==> config.mk <==
export PLATFORM = sky130hd
export DESIGN_NAME = mxsp_ram
export DESIGN_NICKNAME = d
export VERILOG_FILES = /design/src/rtl/core/assert_macros.svh /design/src/rtl/core/mxsp_ram.sv
export SDC_FILE = /design/constraint.sdc
export NUM_CORES = 2
export LEC_CHECK = 0
export BUFFER_PORTS_ARGS = -buffer_cell sky130_fd_sc_hd__buf_2
export CORE_MARGIN = 2
export CORE_UTILIZATION = 25
export CTS_CLUSTER_SIZE = 10
export DETAILED_ROUTE_END_ITERATION = 16
export PLACE_DENSITY = 0.49
export SETUP_SLACK_MARGIN = 0.05
export SYNTH_ARGS = -nofsm -noshare
export SYNTH_HDL_FRONTEND = slang
export SYNTH_SLANG_ARGS = --single-unit
==> constraint.sdc <==
create_clock -name aclk -period 3.9 [get_ports aclk]
set_input_delay 0.195 -clock aclk [delete_from_list [all_inputs] [get_ports aclk]]
set_output_delay 0.195 -clock aclk [all_outputs]
set_load 0.02 [all_outputs]
==> src/rtl/core/assert_macros.svh <==
// Assertion macros for the matrix sum/product RTL.
`ifndef ASSERT_MACROS_SVH
`define ASSERT_MACROS_SVH

// Implication checked on every rising edge, switched off while in reset.
`define MXSP_ASSERT(label, clk, rst_n, prop) \
    label: assert property (@(posedge clk) disable iff (!rst_n) (prop)) \
        else $error("mxsp assertion failed");

// Condition that must never hold, outside reset.
`define MXSP_NEVER(label, clk, rst_n, cond) \
    label: assert property (@(posedge clk) disable iff (!rst_n) !(cond)) \
        else $error("mxsp forbidden condition seen");

`endif

==> src/rtl/core/mxsp_ram.sv <==
// Generic single-write, single-read RAM with registered read data.
module mxsp_ram #(
    parameter int unsigned WIDTH = 32,
    parameter int unsigned DEPTH = 64,
    localparam int unsigned AW = (DEPTH > 1) ? $clog2(DEPTH) : 1
) (
    input  logic             aclk,
    input  logic             wr_en,
    input  logic [AW-1:0]    wr_addr,
    input  logic [WIDTH-1:0] wr_data,
    input  logic             rd_en,
    input  logic [AW-1:0]    rd_addr,
    output logic [WIDTH-1:0] rd_data
);

    logic [WIDTH-1:0] mem [DEPTH];
    logic [WIDTH-1:0] rd_data_reg;

    // Write port
    always_ff @(posedge aclk) begin
        if (wr_en) begin
            mem[wr_addr] <= wr_data;
        end
    end

    // Read port, data held while not enabled
    always_ff @(posedge aclk) begin
        if (rd_en) begin
            rd_data_reg <= mem[rd_addr];
        end
    end

    assign rd_data = rd_data_reg;

endmodule

# Word-level counts from Yosys, hierarchy flattened
# Memories as Yosys holds them, arrays and structs flattened. A register that Yosys moved wholly into a read port is not among the register bits.
# Index checks and enable logic that the tools add are counted.
dict set report op_classes {
  muxes 2
}
# operator count
set op_table {}
lappend op_table {{2-to-1 mux 1 bit} 2}
dict set report word_totals {
  register_bits 0
  ram_bits 2048
  inputBits 47
  output_inout_bits 32
  wordCells 3
  memories 1
}
# memory depth width read_ports rd_clocked_by_memory_dff wr line
set mem_list {}
lappend mem_list {mem 64 32 1 1 1 mxsp_ram.sv:16} ;# logic [WIDTH-1:0] mem [DEPTH];

# Depth between registers and ports, before layout
dict set report depth {
  depth_word 2
  depth_mapped 10
  depth_no_buf 5
}

# Least setup slack after synthesis
# OpenSTA, ideal clock, no wires.
dict set report synth_path {
  kind {input -> register}
  start {input port wr_addr[3]}
  end {memory mem[48][0] (enable)}
  setup_ns 0.461
  t_arrival_ns 2.894
  required_time_ns 3.439
  setup_slack_ns 0.545
  cell_stages 4
  n_path_buf 1
  path_cell_list {clkbuf_1 -> nor2b_1 -> nand4b_1 -> nor3_1}
}
# element line
set synth_rtl {}
lappend synth_rtl {{start: declaration} mxsp_ram.sv:9} ;# input logic [AW-1:0] wr_addr,
lappend synth_rtl {{end: declaration} mxsp_ram.sv:16}
# No word-level cell before the write port.

==> metrics.txt <==
GR Layer Usage met2 23.0%; post-synthesis adder-cell area fraction 0%; Area contributors post-synth edfxtp_1, mux4_2, mux2i_1; largest net degree at the start of global routing 65; fin nets 3730; number of remaining DRC errors 0; Tot Pwr 46.1 mW; GRT met1 Usage 18.9%; max reg flops 2048; Vias/cell 4.70; EDFF count, synth 2080; crit path DAT 3.08 ns; Net Count, Synth 3371; htree depth 4; total grt overflow 0; max-cap violations 0; global placement routability congestion 0.746; Worst Max-Slew Pin Slew 1.32 ns; Slew Limit Fails 0; share of cells above drive strength 1 30.8%; met3 Use GR 2.09%; DP HPWL 128000 µm; Place WS 0.315 ns; area delta synth->final 17.5%; GRT Total Usage 13.8%; Post-Syn Area per Cell 23.7 µm²; final worst slack 1.41 ns; Post-DRT Antenna Nets 0; xor and xnor area share after synthesis 0%; Post-synth top cells edfxtp_1, mux4_2, nor2_1, mux2i_1, o22ai_1; Ys Warns 0; wire length per cell 28.0 µm; Critical Path Fanout Max 43; core area 0.314 mm²; non-filler cells, final 7904; main flop type after synthesis edfxtp_1; Root Buffer clkbuf_16; CP endpoint kind flop; Post-CTS Resized 0; post-synthesis register bit count 2080; fmax 402 MHz; drt pass-1 iters 5; Synth top area share 79.2%; Site Rows 206; Yosys cell types 33; initial core utilization 25.1%; # fillers 30400; Async S/R FF share, synth 0%; I/O pins 79; clock buffer depth 3; Hold Crit Class input port to flop; CTS Buf Count 230; Final TNS setup 0 ns; Die H 566 µm; critical path class input port to flop; global-route wire length before repair 309000 µm; Cells after Synth 3324; VDD IR-drop max 0.463 mV; proportion of synthesized area in mux cells 16.7%; final WL 222000 µm; die area 0.320 mm²; Fin. Hold Viols 0; mapped cell area 0.0788 mm²; Worst Clk Skew 0.0352 ns; initial antenna violation count 24; outcome complete, no violations; CTS tree done; Seq/Total Area, Yosys 79.2%; Critical Path RT 4.49 ns; clock sink count 2080; simple-gate portion of the synthesized area 1.26%; main combinational cell family by area after synthesis multiplexers; total number of vias 37100; Final Critical Period 2.49 ns; # port buffers 78; die width 566 µm; Startpoint Class input port; Final Cycle Share 63.7%; # placed instances 7593; gr busiest metal met2; PD cells 497 mW/mm²; RSZ-0062 raised after global routing false; max_slew headroom 12.2%; Reg clk slew, reported paths 0.06 ns; clk_lat worst skew 0.86 ns; compound-gate portion of the synthesized area 1.67%; drt initial violations 3688; Finish-stage setup viols 0; biggest area consumer among synthesized cells edfxtp_1; LEAKAGE 28.1 nW; vias in the first global route 38800; top-count cell post-synth edfxtp_1
power by group:
group          switching (mW)  internal (mW)
Combinational            1.53          0.889
Clock                    8.22           10.5
Sequential             0.0765           24.8
final cells by class:
cell class | count | area [µm²] | share of cell area (%)
diodes | 11 | 27.5 | 0.0297
clock buffers | 262 | 5920 | 6.39
clock inverters | 20 | 250 | 0.270
multi-input cells | 1062 | 16000 | 17.2
flip-flops and latches | 2080 | 62500 | 67.4
well taps | 4160 | 5200 | 5.62
repair buffers | 309 | 2780 | 3.00
per-layer routing:
metal / up-vias / part of all wire, %
met5: - / 0.017
met4: 6 / 2.0
met3: 280 / 5.1
met2: 1088 / 49
met1: 20800 / 44
li1: 14900 / -
final timing paths:
| path | from | to | slack [ns] | depth (start not counted) |
|---|---|---|---|---|
| max reg2reg | mem[15][30] | rd_data[30] | 1.52 | 4 |
| min reg2reg | mem[28][17] | rd_data[17] | 0.88 | 4 |
| min | wr_data[3] | mem[5][3] | 0.03 | 2 |
| max | rd_addr[0] | rd_data[31] | 1.41 | 7 |
what timing repair did:
action / in CTS / in global routing
hold buffers: 18 / 0
hold endpoints to repair: 397 / 0
setup buffers: 0 / 0
endpoints found under the setup margin: 0 / 0
critical path, stage by stage:
cell	delay (ns)
buf_8	0.50
buf_12	0.34
buf_4	0.33
mux4_2	0.53
mux4_2	0.51
o22ai_1	0.51
nor2_1	0.11
cells by family after synthesis:
logic type / count (synthesis)
and+or+nand+nor: 223
AOI/OAI and AO/OA: 202
DFF: 2080
muxes: 637
buffers and inverters: 182
cell usage in the layout (no fill, tap or decap), types with 7 or more instances in the layout:
| cell | instances |
|---|---|
| buf_4 | 167 |
| nor2_1 | 75 |
| nand2b_1 | 7 |
| a21oi_1 | 62 |
| nand2_1 | 26 |
| o22ai_1 | 84 |
| o221ai_1 | 27 |
| nor2b_1 | 15 |
| buf_12 | 46 |
| buf_2 | 74 |
| clkbuf_1 | 30 |
| diode_2 | 11 |
| edfxtp_1 | 2080 |
| clkbuf_16 | 232 |
| mux4_2 | 544 |
| mux2i_1 | 93 |
| dlygate4sd3_1 | 18 |
| a311oi_1 | 8 |
| nor2_4 | 62 |
| a22oi_1 | 12 |
through the flow:
| stage | utilization [%] | hold WS, ns | area (µm²) |
|---|---|---|---|
| finish | 29.5 | 0.0305 | 92600 |
| global route | 29.4 | 0.0295 | 92600 |
| CTS | 29.4 | 0.00792 | 92600 |
| detailed placement | 27.4 | 0.603 | 86200 |
| global placement | 27.4 | 0.595 | 86200 |
| floorplan | - | 0.294 | 78800 |
Note: power is estimated with default switching activity, not from simulation.
