## src/rtl/core/assert_macros.svh

```systemverilog
// Assertion macros for the matrix sum/product RTL.
`ifndef ASSERT_MACROS_SVH
`define ASSERT_MACROS_SVH

// Implication checked on every rising edge, switched off while in reset.
`define MXSP_ASSERT(label, clk, rst_n, prop) \
    label: assert property (@(posedge clk) disable iff (!rst_n) (prop)) \
        else $error("mxsp assertion failed");

// Condition that must never hold, outside reset.
`define MXSP_NEVER(label, clk, rst_n, cond) \
    label: assert property (@(posedge clk) disable iff (!rst_n) !(cond)) \
        else $error("mxsp forbidden condition seen");

`endif

```

## src/rtl/core/mxsp_pkg.sv

```systemverilog
// Shared types and codes for the matrix sum/product block.
package mxsp_pkg;

    localparam int unsigned DATA_W = 32;
    localparam int unsigned REG_W  = 4;

    // Input commands
    typedef enum logic [2:0] {
        CMD_LOAD_A  = 3'd0,
        CMD_LOAD_B  = 3'd1,
        CMD_LOAD_C  = 3'd2,
        CMD_LOAD_D  = 3'd3,
        CMD_COMPUTE = 3'd4
    } cmd_t;

    // Result kinds
    localparam logic [1:0] KIND_SUM_E   = 2'd0;
    localparam logic [1:0] KIND_SUM_F   = 2'd1;
    localparam logic [1:0] KIND_PRODUCT = 2'd2;

    // Configuration register indexes
    localparam logic [1:0] CFG_ROWS_LEFT  = 2'd0;
    localparam logic [1:0] CFG_INNER_SIZE = 2'd1;
    localparam logic [1:0] CFG_COLS_RIGHT = 2'd2;

    // Operand tag travelling with the store read data into the MAC
    typedef struct packed {
        logic valid;
        logic first;
        logic last;
    } mac_ctl_t;

endpackage

```

## src/rtl/core/mxsp_mac.sv

```systemverilog
// Shared multiply-accumulate unit: registered 32x32 multiply, then wrapping accumulate.
module mxsp_mac (
    input  logic                        aclk,
    input  logic                        aresetn,
    input  mxsp_pkg::mac_ctl_t          op_ctl,
    input  logic [mxsp_pkg::DATA_W-1:0] op_a,
    input  logic [mxsp_pkg::DATA_W-1:0] op_b,
    output logic [mxsp_pkg::DATA_W-1:0] acc,
    output logic                        done
);

    localparam int unsigned W = mxsp_pkg::DATA_W;

    logic [2*W-1:0]     full_prod;
    logic [W-1:0]       prod_reg;
    mxsp_pkg::mac_ctl_t prod_ctl_reg;
    logic [W-1:0]       acc_reg;
    logic [W-1:0]       acc_next;
    logic               done_reg;

    // Only the low word of the product matters (modulo 2^32)
    assign full_prod = {{W{1'b0}}, op_a} * {{W{1'b0}}, op_b};

    // Multiply stage
    always_ff @(posedge aclk) begin
        if (!aresetn) begin
            prod_ctl_reg <= '0;
        end else begin
            prod_ctl_reg <= op_ctl;
        end
    end

    always_ff @(posedge aclk) begin
        if (op_ctl.valid) begin
            prod_reg <= full_prod[W-1:0];
        end
    end

    // Accumulate stage, cleared by the first term of a dot product
    assign acc_next = (prod_ctl_reg.first ? '0 : acc_reg) + prod_reg;

    always_ff @(posedge aclk) begin
        if (prod_ctl_reg.valid) begin
            acc_reg <= acc_next;
        end
    end

    always_ff @(posedge aclk) begin
        if (!aresetn) begin
            done_reg <= 1'b0;
        end else begin
            done_reg <= prod_ctl_reg.valid & prod_ctl_reg.last;
        end
    end

    assign acc  = acc_reg;
    assign done = done_reg;

endmodule

```

## config.mk

```make
export PLATFORM = sky130hd
export DESIGN_NAME = mxsp_mac
export DESIGN_NICKNAME = d
export VERILOG_FILES = /design/src/rtl/core/assert_macros.svh /design/src/rtl/core/mxsp_pkg.sv /design/src/rtl/core/mxsp_mac.sv
export SDC_FILE = /design/constraint.sdc
export NUM_CORES = 1
export LEC_CHECK = 0
export BUFFER_PORTS_ARGS = -buffer_cell sky130_fd_sc_hd__buf_4
export CAP_MARGIN = 25
export CORE_MARGIN = 5
export CORE_UTILIZATION = 55
export CTS_CLUSTER_SIZE = 12
export DETAILED_ROUTE_END_ITERATION = 8
export PLACE_DENSITY = 0.69
export SYNTH_ARGS = -nofsm -noshare
export SYNTH_HDL_FRONTEND = slang
export SYNTH_SLANG_ARGS = --single-unit
```

## constraint.sdc

```tcl
create_clock -name aclk -period 15.5 [get_ports aclk]
set_input_delay 2.325 -clock aclk [delete_from_list [all_inputs] [get_ports aclk]]
set_output_delay 2.325 -clock aclk [all_outputs]
set_load 0.005 [all_outputs]
```

# [Word-level counts from Yosys, hierarchy flattened]
# Cells that the tools add are included.
# W data, S select, Z words.
[totals] register_bits=68 input_bits=69 output_inout_bits=33 word_cells=10
[classes] n_addsub=1 multipliers=1 muxes=1 n_bitwise=1
[op_table] op="$add A32 B32 Y32" count=1
[op_table] op="$mul A32 B32 Y32" count=1
[op_table] op="$mux W32" count=1
[op_table] op="$and A1 B1 Y1" count=1

# [Longest topological paths before layout]
# Gate-level depths: netlist of the first run.
[depth] depth_word=2 ltp_mapped=27 mapped_depth_nobuf=25

# [Worst setup path before layout of the first run]
# No wires, ideal clock.
[synth_path] path_kind="input to register" start="in op_a[12] (netlist bit)" end="reg prod_reg[30] (data pin)" setup_ps=262 arrival_time_ps=8541 required_ps=15238 path_slack_ps=6697 path_stages=25 n_path_buf=2 cell_sequence="clkbuf_1 > clkbuf_1 > nand2_1 > fa_1 > inv_1 > fa_1 > inv_1 > fa_1 > fa_1 > inv_1 > fa_1 > inv_1 > fa_1 > fa_1 > fa_1 > inv_1 > ha_1 > a21oi_1 > nor2b_1 > o21ai_0 > nand2b_1 > or3b_2 > o21ai_2 > mux2i_1 > nand3_1"
[synth_between] elab_chain_len=1
[synth_lines] element="start: declaration" line_no="mxsp_mac.sv:6" source="input logic [mxsp_pkg::DATA_W-1:0] op_a,"
[synth_lines] element="$mul A32 B32 Y32" line_no="mxsp_mac.sv:22" source="assign full_prod = {{W{1'b0}}, op_a} * {{W{1'b0}}, op_b};"
[synth_lines] element="net full_prod[30]" line_no="mxsp_mac.sv:14" source="logic [2*W-1:0] full_prod;"
[synth_lines] element="end signal: assignment" line_no="mxsp_mac.sv:35" source="prod_reg <= full_prod[W-1:0];"
[synth_lines] element="end: declaration" line_no="mxsp_mac.sv:15" source="logic [W-1:0] prod_reg;"
# The timed path passes the listed nets, and every way through them passes these cells.
# A chain may end at the register's enable or synchronous reset.

# [Worst setup path after layout of the first run]
[layout_path] start="in op_b[2] (netlist bit)" end="reg prod_reg[30] (data pin)"
[layout_between] elab_chain_len=1
[layout_lines] element="start: declaration" line_no="mxsp_mac.sv:7" source="input logic [mxsp_pkg::DATA_W-1:0] op_b,"
[layout_lines] element="$mul A32 B32 Y32" line_no="mxsp_mac.sv:22"
[layout_lines] element="net full_prod[30]" line_no="mxsp_mac.sv:14"
# The timed path passes the listed nets, and every way through them passes these cells.

==> summary.md, run 1 <==
| Metric | Value |
|---|---|
| Hold path cells | `1` |
| Max Cap Viol | `0` |
| Synth warn | `0` |
| Area delta synth->final | `6.71%` |
| Commonest non-fill, non-tap cell in the layout | `fa_1` |
| Crit-path most repeated cell | `fa_1` |
| Port bufs | `a little over 100` |
| CTS Buf Count | `9` |
| Max Clock Skew | `about 0.005 ns` |
| FFs w/ async S/R, synth | `0%` |
| Avg Cell Area, Syn | `between 9 and 10 µm²` |
| Full die area | `39200 µm²` |
| CTS clk-pin slew, worst paths | `~0.050 ns` |
| Post-layout min period | `~8.8 ns` |
| Largest net degree at the start of global routing | `34` |
| Clk buf depth | `2` |
| Setup bufs post-CTS | `0` |
| Resized cells post-CTS | `0` |
| Final period util | `56.6%` |
| GRT Util Overall | `25.4%` |
| Required @ worst endpoint | `~16 ns` |
| Cts hold-fix bufs | `0` |
| Reg2reg start | `prod_ctl_reg[1]$_SDFF_PN0_` |
| Slowest stage cell, crit path | `fa_1` |
| Mapped Nets | `2703` |
| Grt ovf | `0` |
| Pre-CTS setup slack | `6.42 ns` |
| Post-route cell area | `slightly above 20000 µm²` |
| Reg2reg end | `acc[30]$_DFFE_PP_` |
| Outcome | `complete, no violations` |
| Fill cell count | `3036` |
| Num rows | `between 60 and 70` |
| DRC Markers | `0` |
| Seq/Total Area, Yosys | `10.3%` |
| Peak fanout along the critical path | `30` |
| First-pass GRT wire length | `approximately 80 mm` |
| Hold Vio Cnt, Final | `0` |
| Arr. time, crit path | `~8.8 ns` |
| Prevailing post-synth register cell | `edfxtp_1` |
| Clock root buffer | `clkbuf_16` |
| Final WS setup | `slightly below 7 ns` |
| Worst-path cell chain | `buf_4, and2_1, fa_1, inv_1, fa_1, inv_1, fa_1, inv_1, fa_1, inv_1, fa_1, inv_1, fa_1, fa_1, fa_1, inv_1, ha_1, a21o_1, a21oi_1, or3b_2, o21ai_2, mux2i_1, nand3_1` |
| Die X | `198 µm` |
| Netlist cell types | `62` |
| Nature of the critical path startpoint | `input pin` |
| Antenna Nets Post-Route | `0` |
| Endpoint, Worst Hold | `done$_SDFF_PN0_` |
| Most frequent cells in the layout | `fa_1 (409), inv_1 (405), nand2_1 (280)` |
| Hpwl dp | `a little under 40 mm` |
| Vias after detailed routing | `between 10000 and 15000` |
| Worst Hold Class | `flip-flop to flip-flop` |
| Met1 global-route usage | `34.5%` |
| Hold path startpoint | `prod_ctl_reg[0]$_SDFF_PN0_` |
| TritonRoute pass-1 iters | `5` |
| Area post-placement | `just over 20000 µm²` |
| Pins Over Slew Limit | `0` |
| Setup CP Type | `input pin to flip-flop` |
| Cells after Synth | `roughly 2100` |
| Setup violations, final | `0` |
| Cell Area, Synth | `19500 µm²` |
| Core Region | `34700 µm²` |
| CTS tree | `built` |
| Critical Path Sink Type | `flip-flop` |
| EDFF count, synth | `64` |
| Drt via density | `about 5.4` |
| Slew @ Worst Pin | `0.668 ns` |
| CTS Sinks | `68` |
| WL per Instance | `~19 µm` |
| Max-slew headroom | `between 50% and 60%` |
| Most Used Layer, Global Route | `met2` |
| Vias in the first global route | `between 10000 and 15000` |
| Max stage delay on crit path | `approximately 0.55 ns` |
| Setup TNS Final | `0 ns` |
| Post-Route WL | `approximately 47 mm` |
| Ports | `102` |
| Fmax | `between 100 and 150 MHz` |
| Initial core utilization | `56.1%` |
| R2R setup slack | `roughly 12 ns` |
| Clock Latency Late Sink | `between 0.3 and 0.4 ns` |
| Reg2Reg Depth | `13` |
| Met2 Usage GRT | `43.3%` |
| Final GP Congestion | `between 0.8 and 0.9` |
| M3 GR Usage | `roughly 3.0%` |
| Layout cell share with drive strength beyond 1 | `between 6 and 7%` |
| Post-layout nets | `between 2000 and 3000` |
| Hold WS | `about 0.45 ns` |
| RSZ-0062 raised after global routing | `false` |
| First DRT Iteration DRCs | `between 700 and 800` |
| Ant diodes | `0` |
| Initial antenna violation count | `0` |
| Synthesis-stage register bit count | `a little under 70` |
| Htree depth | `3` |
| Die Height | `just under 200 µm` |
per-layer routing:
metal  vias up  share of wire, %
li1       6266                 -
met1      7017                42
met2       406                49
met3        62               5.6
met4         0               3.1
met5         -                 0
worst max-delay path by stage:
stage | from | to | slack (ns) | cells past startpoint
global route | op_b[2] | prod_reg[30]$_DFFE_PP_ | 6.49 | 23
detailed placement | op_b[2] | prod_reg[30]$_DFFE_PP_ | 6.42 | 23
CTS | op_b[2] | prod_reg[30]$_DFFE_PP_ | 6.76 | 23
finish | op_b[2] | prod_reg[30]$_DFFE_PP_ | 6.73 | 23
floorplan | op_a[12] | prod_reg[30]$_DFFE_PP_ | 6.70 | 25
global placement | op_b[2] | prod_reg[30]$_DFFE_PP_ | 6.51 | 23
cell type report:
cell class	count	area [µm²]	area share, %
sequential	68	2000	9.64
tap	455	569	2.74
inverter	405	1520	7.32
clock inverter	2	35.0	0.169
timing repair buffer	103	793	3.82
clock buffer	14	254	1.22
multi-input combinational	1506	15600	75.1
metrics by stage:
stage / util (%) / instances
after floorplan: - / 2071
final: 59.8 / 2553
after global routing: 59.8 / 2553
after detailed placement: 58.9 / 2536
after global placement: 58.9 / 2536
after CTS: 59.7 / 2552
worst max-delay path, delay by kind of cell:
kind | cells | cell delay (ns)
adders and majority gates | 9 | 4.39
buffers and inverters | 7 | 0.57
muxes | 1 | 0.20
AOI/OAI and AO/OA | 3 | 0.58
and+or+nand+nor | 3 | 0.75
synthesized netlist by cell type (all sizes together), types with 4 or more instances:
cell	n	area (µm²)
a21o	25	190
nand4	4	25.0
clkbuf	91	342
fa	409	8190
xor2	23	201
and2	276	1730
and3	6	37.5
o21ai	24	131
a21oi	60	300
edfxtp	64	1920
nand2	280	1050
nor2b	37	231
a31oi	5	31.3
inv	405	1520
ha	154	1930
dfxtp	4	80.1
o21bai	6	45.0
nor3	8	40.0
nand2b	9	56.3
xnor2	88	771
a211oi	7	52.6
nand3	15	80.1
nor2	24	92.6
cells by family after synthesis:
family          after synthesis  share of synthesized area [%]
fa+ha+maj                   563                           52.0
buf+inv                     497                           9.59
flops                        68                           10.3
xor+xnor                    111                           5.00
mux                           2                          0.109
simple gates                673                           17.7
compound gates              157                           5.30
Power of run 1 is not shown: default switching activity piles up to over one toggle a cycle in this logic, so the estimate is an artifact.
==> run 2, diff against run 1 <==
==> constraint.sdc (replaced) <==
create_clock -name aclk -period 8.6 [get_ports aclk]
set_input_delay 1.29 -clock aclk [delete_from_list [all_inputs] [get_ports aclk]]
set_output_delay 1.29 -clock aclk [all_outputs]
set_load 0.005 [all_outputs]
==> summary.md, run 2 (same netlist as run 1, synthesis figures left out) <==
| Metric | Value |
|---|---|
| Fmax | `130 MHz` |
| Setup CP Type | `input pin to flip-flop` |
| First-pass GRT wire length | `80.4 mm (+2.5%)` |
| RSZ-0062 raised after global routing | `false` |
| Area delta synth->final | `6.81% (about the same)` |
| Max stage delay on crit path | `0.56 ns (about the same)` |
| Grt ovf | `0 (unchanged)` |
| TritonRoute pass-1 iters | `7 (+2)` |
| CTS clk-pin slew, worst paths | `0.05 ns (about the same)` |
| Drt via density | `5.41 (+0.49%)` |
| First DRT Iteration DRCs | `643 (-9.1%)` |
| CTS tree | `built` |
| Hold Vio Cnt, Final | `0 (unchanged)` |
| Clock root buffer | `clkbuf_16` |
| Clk buf depth | `2 (unchanged)` |
| Layout cell share with drive strength beyond 1 | `6.48% (+0.048 points)` |
| Largest net degree at the start of global routing | `34 (unchanged)` |
| Crit-path most repeated cell | `fa_1` |
| Post-layout min period | `~7.7 ns` |
| Clock Latency Late Sink | `0.32 ns (about the same)` |
| Met1 global-route usage | `35.1% (+0.56 points)` |
| Initial antenna violation count | `1 (+1)` |
| Final period util | `89.1%` |
| Most frequent cells in the layout | `fa_1 (409), inv_1 (405), nand2_1 (280)` |
| Fill cell count | `3042 (+0.20%)` |
| Setup TNS Final | `0 ns (unchanged)` |
| Commonest non-fill, non-tap cell in the layout | `fa_1` |
| Worst-path cell chain | `buf_4, and2_1, fa_1, inv_1, fa_1, inv_1, fa_1, inv_1, fa_1, inv_1, fa_1, inv_1, fa_1, fa_1, fa_1, inv_1, ha_1, a21o_1, a21oi_1, or3b_2, o21ai_2, mux2i_1, nand3_1` |
| Num rows | `68 (unchanged)` |
| Cts hold-fix bufs | `0 (unchanged)` |
| Initial core utilization | `56.1% (unchanged)` |
| Full die area | `39200 µm² (unchanged)` |
| Post-route cell area | `20800 µm² (about the same)` |
| Arr. time, crit path | `7.72 ns (-1.11 ns)` |
| Htree depth | `3 (unchanged)` |
| Post-Route WL | `47.7 mm (+0.60%)` |
| GRT Util Overall | `25.7% (+0.38 points)` |
| Hpwl dp | `39.1 mm (+1.1%)` |
| Vias after detailed routing | `13800 (+0.49%)` |
| Worst Hold Class | `flip-flop to flip-flop` |
| Setup violations, final | `0 (unchanged)` |
| Max Clock Skew | `0.00852 ns (+0.00348 ns)` |
| Pre-CTS setup slack | `0.604 ns (-5.81 ns)` |
| Max-slew headroom | `56.5% (+1.4 points)` |
| Resized cells post-CTS | `0 (unchanged)` |
| Port bufs | `101 (unchanged)` |
| Nature of the critical path startpoint | `input pin` |
| Post-layout nets | `2725 (unchanged)` |
| Core Region | `34700 µm² (unchanged)` |
| Final GP Congestion | `0.884 (+0.59%)` |
| Ports | `102 (unchanged)` |
| Met2 Usage GRT | `44.2% (+0.94 points)` |
| Area post-placement | `20500 µm² (unchanged)` |
| M3 GR Usage | `2.69% (-0.29 points)` |
| Max Cap Viol | `0 (unchanged)` |
| Ant diodes | `0 (unchanged)` |
| CTS Buf Count | `9 (unchanged)` |
| CTS Sinks | `68 (unchanged)` |
| Slowest stage cell, crit path | `fa_1` |
| DRC Markers | `0 (unchanged)` |
| Die X | `198 µm (unchanged)` |
| Antenna Nets Post-Route | `0 (unchanged)` |
| Most Used Layer, Global Route | `met2` |
| Peak fanout along the critical path | `30 (unchanged)` |
| Outcome | `complete, no violations` |
| Vias in the first global route | `15300 (+3.7%)` |
| Die Height | `198 µm (unchanged)` |
| Final WS setup | `0.937 ns (-5.80 ns)` |
| Slew @ Worst Pin | `0.647 ns (-0.0208 ns)` |
| WL per Instance | `18.7 µm (+0.60%)` |
| Required @ worst endpoint | `8.66 ns (-6.90 ns)` |
| Pins Over Slew Limit | `0 (unchanged)` |
| Setup bufs post-CTS | `0 (unchanged)` |
| Critical Path Sink Type | `flip-flop` |
run 2: cell counts in the layout (fill, tap and decap cells not counted):
No cell type changed its count.
run 2: final timing paths:
path                                                 start                      to  slack, ns  cells past startpoint
worst min-delay path            prod_ctl_reg[0]$_SDFF_PN0_         done$_SDFF_PN0_       0.45                      1
worst min register to register  prod_ctl_reg[0]$_SDFF_PN0_         done$_SDFF_PN0_       0.45                      1
worst max register to register  prod_ctl_reg[1]$_SDFF_PN0_       acc[30]$_DFFE_PP_       5.00                     13
worst max-delay path                               op_b[2]  prod_reg[30]$_DFFE_PP_       0.94                     23
run 2: layout make-up:
cell class	instances	area, µm²	area share (%)
Timing Repair Buffer	103	793	3.82
Clock inverter	2	33.8	0.163
Clock buffer	14	274	1.32
Inverter	405	1520	7.31
Multi-Input combinational cell	1506	15600	75.0
Tap cell	455	569	2.74
Sequential cell	68	2000	9.63
run 2: through the flow:
stage	utilization, %	hold slack (ns)	instances
finish	59.9	0.455	2553
global route	59.9	0.475	2553
CTS	59.8	0.458	2552
detailed placement	58.9	0.445	2536
global placement	58.9	0.439	2536
floorplan	-	0.429	2071
run 2: worst max-delay path, delay by kind of cell:
family / cells / cell delay [ns]
muxes: 1 / 0.20
and+or+nand+nor: 3 / 0.74
AOI/OAI and AO/OA: 3 / 0.58
buffers and inverters: 7 / 0.52
adders and majority gates: 9 / 4.35
run 2: metal layers:
metal | routed length, µm | share of wire (%) | vias up
met3 | 2450 | 5.1 | 65
met2 | 23400 | 49 | 385
met4 | 1460 | 3.1 | 0
met5 | 0 | 0 | -
met1 | 20400 | 43 | 7094
li1 | - | - | 6274
Power of run 2 is left out for the same reason.
